## src/sv/ihl_pkg.sv

```systemverilog
`timescale 1ns / 1ps
// Shared types and constants for the indexed handle list.
// No dependencies; imported by ihl_cell and indexed_handle_list_core.
package ihl_pkg;

  localparam int CAPACITY    = 64;
  localparam int HANDLE_BITS = 32;
  localparam int IDX_W       = $clog2(CAPACITY);
  localparam int CNT_W       = $clog2(CAPACITY + 1);

  typedef logic [HANDLE_BITS-1:0] handle_t;
  typedef logic [IDX_W-1:0]       idx_t;
  typedef logic [CNT_W-1:0]       cnt_t;

  localparam logic [2:0] CMD_CLEAR      = 3'd0;
  localparam logic [2:0] CMD_APPEND     = 3'd1;
  localparam logic [2:0] CMD_INSERT     = 3'd2;
  localparam logic [2:0] CMD_READ       = 3'd3;
  localparam logic [2:0] CMD_REM_POS    = 3'd4;
  localparam logic [2:0] CMD_REM_HANDLE = 3'd5;

  localparam logic [1:0] ST_OK        = 2'd0;
  localparam logic [1:0] ST_NOT_FOUND = 2'd1;
  localparam logic [1:0] ST_FULL      = 2'd2;

  // What every cell does this cycle; each cell resolves it with its own
  // at / at-or-above flags.
  typedef enum logic [1:0] {
    ACT_HOLD,
    ACT_LOAD,
    ACT_INSERT,
    ACT_REMOVE
  } cell_act_t;

  typedef struct packed {
    cell_act_t act;
    handle_t   key;
  } cell_ctl_t;

endpackage

```

## src/sv/ihl_cell.sv

```systemverilog
`timescale 1ns / 1ps
// One storage cell of the handle list: holds one entry, compares it with
// the search key and takes data from its left or right neighbor. Uses ihl_pkg.
module ihl_cell import ihl_pkg::*; (
  input  logic      clk,
  input  cell_ctl_t ctl,
  input  logic      at,
  input  logic      ge,
  input  handle_t   left,
  input  handle_t   right,
  output handle_t   entry,
  output logic      match
);

  handle_t entry_next;

  always_comb begin
    entry_next = entry;
    case (ctl.act)
      ACT_LOAD: begin
        if (at) entry_next = ctl.key;
      end
      ACT_INSERT: begin
        if (at) entry_next = ctl.key;
        else if (ge) entry_next = left;
      end
      ACT_REMOVE: begin
        if (ge) entry_next = right;
      end
      default: entry_next = entry;
    endcase
  end

  always_ff @(posedge clk) begin
    entry <= entry_next;
  end

  assign match = (entry == ctl.key);

endmodule

```

## config.mk

```make
export PLATFORM = sky130hd
export DESIGN_NAME = ihl_cell
export DESIGN_NICKNAME = d
export VERILOG_FILES = /design/src/sv/ihl_pkg.sv /design/src/sv/ihl_cell.sv
export SDC_FILE = /design/constraint.sdc
export NUM_CORES = 1
export LEC_CHECK = 0
export ABC_CLOCK_PERIOD_IN_PS = 5260
export BUFFER_PORTS_ARGS = -buffer_cell sky130_fd_sc_hd__buf_4
export CAP_MARGIN = 20
export CORE_ASPECT_RATIO = 0.6
export CORE_MARGIN = 10
export CORE_UTILIZATION = 30
export DETAILED_ROUTE_END_ITERATION = 8
export PLACE_DENSITY = 0.58
export SYNTH_ARGS = -nofsm -noshare
export SYNTH_HDL_FRONTEND = slang
export SYNTH_SLANG_ARGS = --single-unit
```

## constraint.sdc

```tcl
create_clock -name clk -period 5.26 [get_ports clk]
set_input_delay 1.052 -clock clk [delete_from_list [all_inputs] [get_ports clk]]
set_output_delay 1.052 -clock clk [all_outputs]
set_load 0.1 [all_outputs]
```

==> metrics.txt, run 1 <==
overall fraction of global-route tracks in use=12.84%; pins over their slew limit=0; Crit path required time=4.21 ns; Min-Delay Endpoint=entry[29]$_DFFE_PP_; post_cts resized=0; ratio of cells with drive above 1 in the final layout=50.00%; sequential area share after synthesis=47.23%; via count of the first global-routing pass=2,097; Detailed Routing Iterations Pass 1=4; initial drt markers=47; master cell of the clock root buffer=sky130_fd_sc_hd__clkbuf_16; beginning of the worst hold path=ctl[29]; worst supply voltage drop on vdd=147.1 uV; number of cells on the worst hold path=2; maxcap violations=0; slowest library cell on the worst path=sky130_fd_sc_hd__nor4_1; CTS tree=done; number of synthesized register bits=32; Worst Max-Slew Pin Slew=0.8998 ns; Cell Rows=23; post-layout net count=387; Vert. Die Dim=83.79 um; CP Cell Sequence=buf_4 -> xor2_1 -> nor4_1 -> nand4_1 -> nor2_1 -> buf_4; CP Launch Type=input port; Synthesis Warnings=0; RSZ-0062 raised after global routing=no; Hold Path Class=input port to register; dpl hpwl=5.567 mm; Clock Tree Buf Depth=2; final setup fails=0; Die Span X=126.3 um; Regs by FF count=entry x32; netlist area before placement=0.002034 sq mm; library cells used by synthesis=17; post-CTS setup buffer count=0; Clock Pin Slew Worst Setup and Hold Paths=0.05 ns; total number of vias=1,824; hold buffers post-CTS=0; Setup Crit Path Kind=input port to output port; global-route wire length before repair=11.09 mm; routed via count divided by cell count=4.890; outcome=finished clean; Leak Pwr=1.415 nW; kind of cell adding the most delay to the critical path=simple AND/OR/NAND/NOR gates; critical path data arrival time=2.34 ns; Worst setup EP type=output port; detailed-route wire length per cell=19.42 um; number of buffer and inverter stages on the critical path=2; total length of routed wires=7.244 mm; critical path's most frequent cell=sky130_fd_sc_hd__buf_4; Placeable Area=0.006619 sq mm; cell type contributing the most total cell area after synthesis=sky130_fd_sc_hd__edfxtp_1; leading cell types by total area after synthesis=sky130_fd_sc_hd__edfxtp_1 (47%), sky130_fd_sc_hd__a22o_1 (28%), sky130_fd_sc_hd__xor2_1 (14%); setup tns final=0 ns; DRC errors left=0; number of flip-flops in the largest register=32; post-route clock period utilization=64.57%; Antenna diodes=0; total power per unit cell area=344.6 mW/mm^2; Reg with most FFs=entry; area enclosed by the die boundary=0.01058 sq mm; maximum number of pins on one net before global-route repair=36; layout-stage area growth over the synthesis result=56.70%; GP Congestion=0.7352; minimum clock period=3.396 ns; depth of the CTS H-tree=2; number of buffers inserted by port buffering=133; Final ANT Viol Nets=0; Slew headroom=39.79%; instance count of the mapped netlist=159; Overflow after GRT=0; Worst path max stage delay=0.36 ns; worst hold slack across all endpoints=1.093 ns; maximum operating frequency=0.2944 GHz; share of the synthesized area in the top cell type=47.23%; Top Ports=134; Starting Density=30.74%; Syn Nets=260; Mean Syn Cell Area=12.80 sq um; total CTS buffers=5; final number of hold-violating endpoints=0; Critical Path Fanout Max=2; antenna violations before repair=0; Sink Count=32
[cell usage after synthesis, drive strengths merged]
master   n
o21ai    2
buf     12
nor4     8
nor2     2
xor2    32
edfxtp  32
a22o    64
xnor2    1
nand2    1
inv      1
nand4    2
clkbuf   2
[final cells by class]
| cell class | instances | area [sq um] |
|---|---|---|
| multi-input combinational | 112 | 963.4 |
| clock buffer | 5 | 125.1 |
| clock inverter | 2 | 7.507 |
| tap | 87 | 108.9 |
| timing repair buffer | 134 | 1018 |
| sequential | 32 | 960.9 |
| inverter | 1 | 3.754 |
| fill | 668 | 3431 |
[layout by cell type, fill, tap and decap left out, drive strengths merged]
| cell | count |
|---|---|
| edfxtp | 32 |
| inv | 1 |
| buf | 134 |
| nand4 | 2 |
| nand2 | 1 |
| clkbuf | 5 |
| xnor2 | 1 |
| o21ai | 2 |
| nor4 | 8 |
| xor2 | 32 |
| nor2 | 2 |
| a22o | 64 |
| clkinv | 2 |
[cell families (layout without fill, tap and decap cells)]
logic type / after synthesis / count (layout) / synth area share (%)
AOI/OAI and AO/OA: 66 / 66 / 28.60
xor gates and xnor gates: 33 / 33 / 14.21
buffers and inverters: 15 / 142 / 5.965
DFF: 32 / 32 / 47.23
and+or+nand+nor: 13 / 13 / 3.997
[worst max path at each step]
stage,from,end,cells after the start
5_1_grt,ctl[29],match,6
6_report,ctl[24],match,6
4_1_cts,ctl[24],match,6
3_3_place_gp,ctl[24],match,6
3_5_place_dp,ctl[24],match,6
2_1_floorplan,ctl[32],entry[0]$_DFFE_PP_,4
[per-layer routing]
metal	wire length, um	track usage (%)	vias up
met5	0	0	-
met4	18	1.545	0
met3	757	6.155	2
met2	3315	21.04	77
met1	3153	15.31	843
li1	-	-	902
[where the power goes]
part	leakage, nW	internal [W]	total (W)	switching (W)
combinational	1.04	0.000143	0.000486	0.000343
clock	0.0648	0.000169	0.000263	0.0000942
sequential	0.307	0.000326	0.000350	0.0000233
[metrics by stage]
step,power (W),util [%],cells,area (sq um),setup slack (ns)
finish,0.001099,48.17,373,3188,1.864
detailed placement,0.0008424,45.86,365,3035,1.829
CTS,0.001111,47.86,372,3168,1.822
global placement,0.0008405,45.86,365,3035,1.747
global route,0.001146,48.17,373,3188,1.739
floorplan,0.0007034,-,159,2034,1.056
(Power assumes the default switching activity.)
==> run 2: changes to the inputs <==
ABC_CLOCK_PERIOD_IN_PS = 2880   (was 5260)
PLACE_DENSITY = 0.6   (was 0.58)
clock period = 2.88 ns   (was 5.26 ns; I/O delays follow)
==> metrics.txt, run 2 (synthesis gave the netlist of run 1 again) <==
commonest cells after routing, fill and taps aside=sky130_fd_sc_hd__buf_4 (135), sky130_fd_sc_hd__a22o_1 (64), sky130_fd_sc_hd__xor2_1 (32), sky130_fd_sc_hd__edfxtp_1 (32), sky130_fd_sc_hd__nor4_1 (8) (was sky130_fd_sc_hd__buf_4 (133), sky130_fd_sc_hd__a22o_1 (64), sky130_fd_sc_hd__xor2_1 (32), sky130_fd_sc_hd__edfxtp_1 (32), sky130_fd_sc_hd__nor4_1 (8)); dpl ws=0.3322 ns (was 1.829 ns); beginning of the worst hold path=ctl[16] (was ctl[29]); worst supply voltage drop on vdd=255.8 uV (was 147.1 uV); Crit path required time=2.30 ns (was 4.21 ns); Starting Density=30.74% (unchanged); DRC errors left=0 (unchanged); PnR Total Power=0.002018 W (was 0.001099 W); master cell of the clock root buffer=sky130_fd_sc_hd__clkbuf_16 (unchanged); Placeable Area=0.006619 sq mm (unchanged); Cell Rows=23 (unchanged); total power per unit cell area=632.2 mW/mm^2 (was 344.6 mW/mm^2); routed via count divided by cell count=4.968 (was 4.890); Clock Pin Slew Worst Setup and Hold Paths=0.05 ns (about the same); number of flip-flops in the largest register=32 (unchanged); Setup Crit Path Kind=input port to output port (unchanged); slowest library cell on the worst path=sky130_fd_sc_hd__nor4_1 (unchanged); post_cts resized=0 (unchanged); Reg with most FFs=entry (unchanged); Worst path max stage delay=0.43 ns (was 0.36 ns); dpl hpwl=5.590 mm (was 5.567 mm); maxcap violations=0 (unchanged); depth of the CTS H-tree=2 (unchanged); Vert. Die Dim=83.79 um (unchanged); Detailed Routing Iterations Pass 1=4 (unchanged); Worst Max-Slew Pin Slew=0.9572 ns (was 0.8998 ns); total CTS buffers=5 (unchanged); GP Congestion=0.7824 (was 0.7352); post-layout net count=388 (was 387); Regs by FF count=entry x32 (unchanged); post-route clock period utilization=89.55%; antenna violations before repair=0 (unchanged); area enclosed by the die boundary=0.01058 sq mm (unchanged); maximum number of pins on one net before global-route repair=36 (unchanged); Antenna diodes=0 (unchanged); least setup slack across all paths after layout=0.3008 ns (was 1.864 ns); initial drt markers=78 (was 47); Leak Pwr=1.418 nW (was 1.415 nW); Overflow after GRT=0 (unchanged); CTS tree=done (unchanged); CP Cell Sequence=buf_4 -> xor2_1 -> nor4_1 -> nand4_1 -> nor2_4 -> buf_4 (was buf_4 -> xor2_1 -> nor4_1 -> nand4_1 -> nor2_1 -> buf_4); hold buffers post-CTS=0 (unchanged); Worst setup EP type=output port (unchanged); total number of vias=1,858 (was 1,824); Final ANT Viol Nets=0 (unchanged); minimum clock period=2.579 ns; Sink Count=32 (unchanged); outcome=finished clean (unchanged); critical path's most frequent cell=sky130_fd_sc_hd__buf_4 (unchanged); final number of hold-violating endpoints=0 (unchanged); critical path data arrival time=2.00 ns (was 2.34 ns); Slew headroom=35.95% (was 39.79%); detailed-route wire length per cell=19.32 um (was 19.42 um); pins over their slew limit=0 (unchanged); Top Ports=134 (unchanged); most common cell after layout, fill and taps aside=sky130_fd_sc_hd__buf_4 (unchanged); Hold Path Class=input port to register (unchanged); number of buffer and inverter stages on the critical path=2 (unchanged); Critical Path Fanout Max=2 (unchanged); Clock Tree Buf Depth=2 (unchanged); layout-stage area growth over the synthesis result=56.89% (was 56.70%); total length of routed wires=7.224 mm (was 7.244 mm); number of buffers inserted by port buffering=133 (unchanged); post-CTS setup buffer count=0 (unchanged); Min-Delay Endpoint=entry[16]$_DFFE_PP_ (was entry[29]$_DFFE_PP_); Die Span X=126.3 um (unchanged); worst hold slack across all endpoints=0.6154 ns (was 1.093 ns); setup tns final=0 ns (unchanged); Finished Core Util=48.22% (was 48.17%); global-route wire length before repair=11.14 mm (was 11.09 mm); RSZ-0062 raised after global routing=no (unchanged); via count of the first global-routing pass=2,115 (was 2,097); maximum operating frequency=0.3877 GHz; ratio of cells with drive above 1 in the final layout=50.87% (was 50.00%); kind of cell adding the most delay to the critical path=simple AND/OR/NAND/NOR gates (unchanged); CP Launch Type=input port (unchanged); final setup fails=0 (unchanged); number of cells on the worst hold path=2 (unchanged); overall fraction of global-route tracks in use=12.95% (was 12.84%)
-- run 2: area by class of cell --
cell class                      instances  area (sq um)
Sequential cell                        32         960.9
Inverter                                1         3.754
Clock buffer                            6         128.9
Clock inverter                          1         5.005
Timing Repair Buffer                  135          1013
Tap cell                               87         108.9
Fill cell                             643          3427
Multi-Input combinational cell        112         970.9
-- run 2: power breakdown --
part | internal [W] | total, W | switching (W) | leakage (nW)
Combinational | 0.000259 | 0.000888 | 0.000629 | 1.04
Sequential | 0.000596 | 0.000639 | 0.0000429 | 0.307
Clock | 0.000313 | 0.000491 | 0.000178 | 0.0667
Total | 0.00117 | 0.00202 | 0.000849 | 1.42
-- run 2: worst max path at each step --
| stage | start | depth (start not counted) | endpoint |
|---|---|---|---|
| after floorplan | ctl[32] | 4 | entry[0]$_DFFE_PP_ |
| after global placement | ctl[3] | 6 | match |
| after detailed placement | ctl[9] | 6 | match |
| after CTS | entry[9]$_DFFE_PP_ | 5 | match |
| after global routing | entry[9]$_DFFE_PP_ | 5 | match |
| final | ctl[9] | 6 | match |
-- run 2: through the flow --
step / area, sq um / cells
final: 3192 / 374
after CTS: 3192 / 374
after floorplan: 2042 / 159
after detailed placement: 3058 / 367
after global placement: 3058 / 367
after global routing: 3192 / 374
-- run 2: metal layers --
metal / vias up / routed length, um / GRT usage (%)
met1: 872 / 3339 / 16.17
met2: 80 / 3189 / 19.96
met5: - / 0 / 0
met4: 0 / 32 / 2.472
li1: 902 / - / -
met3: 4 / 662 / 6.091
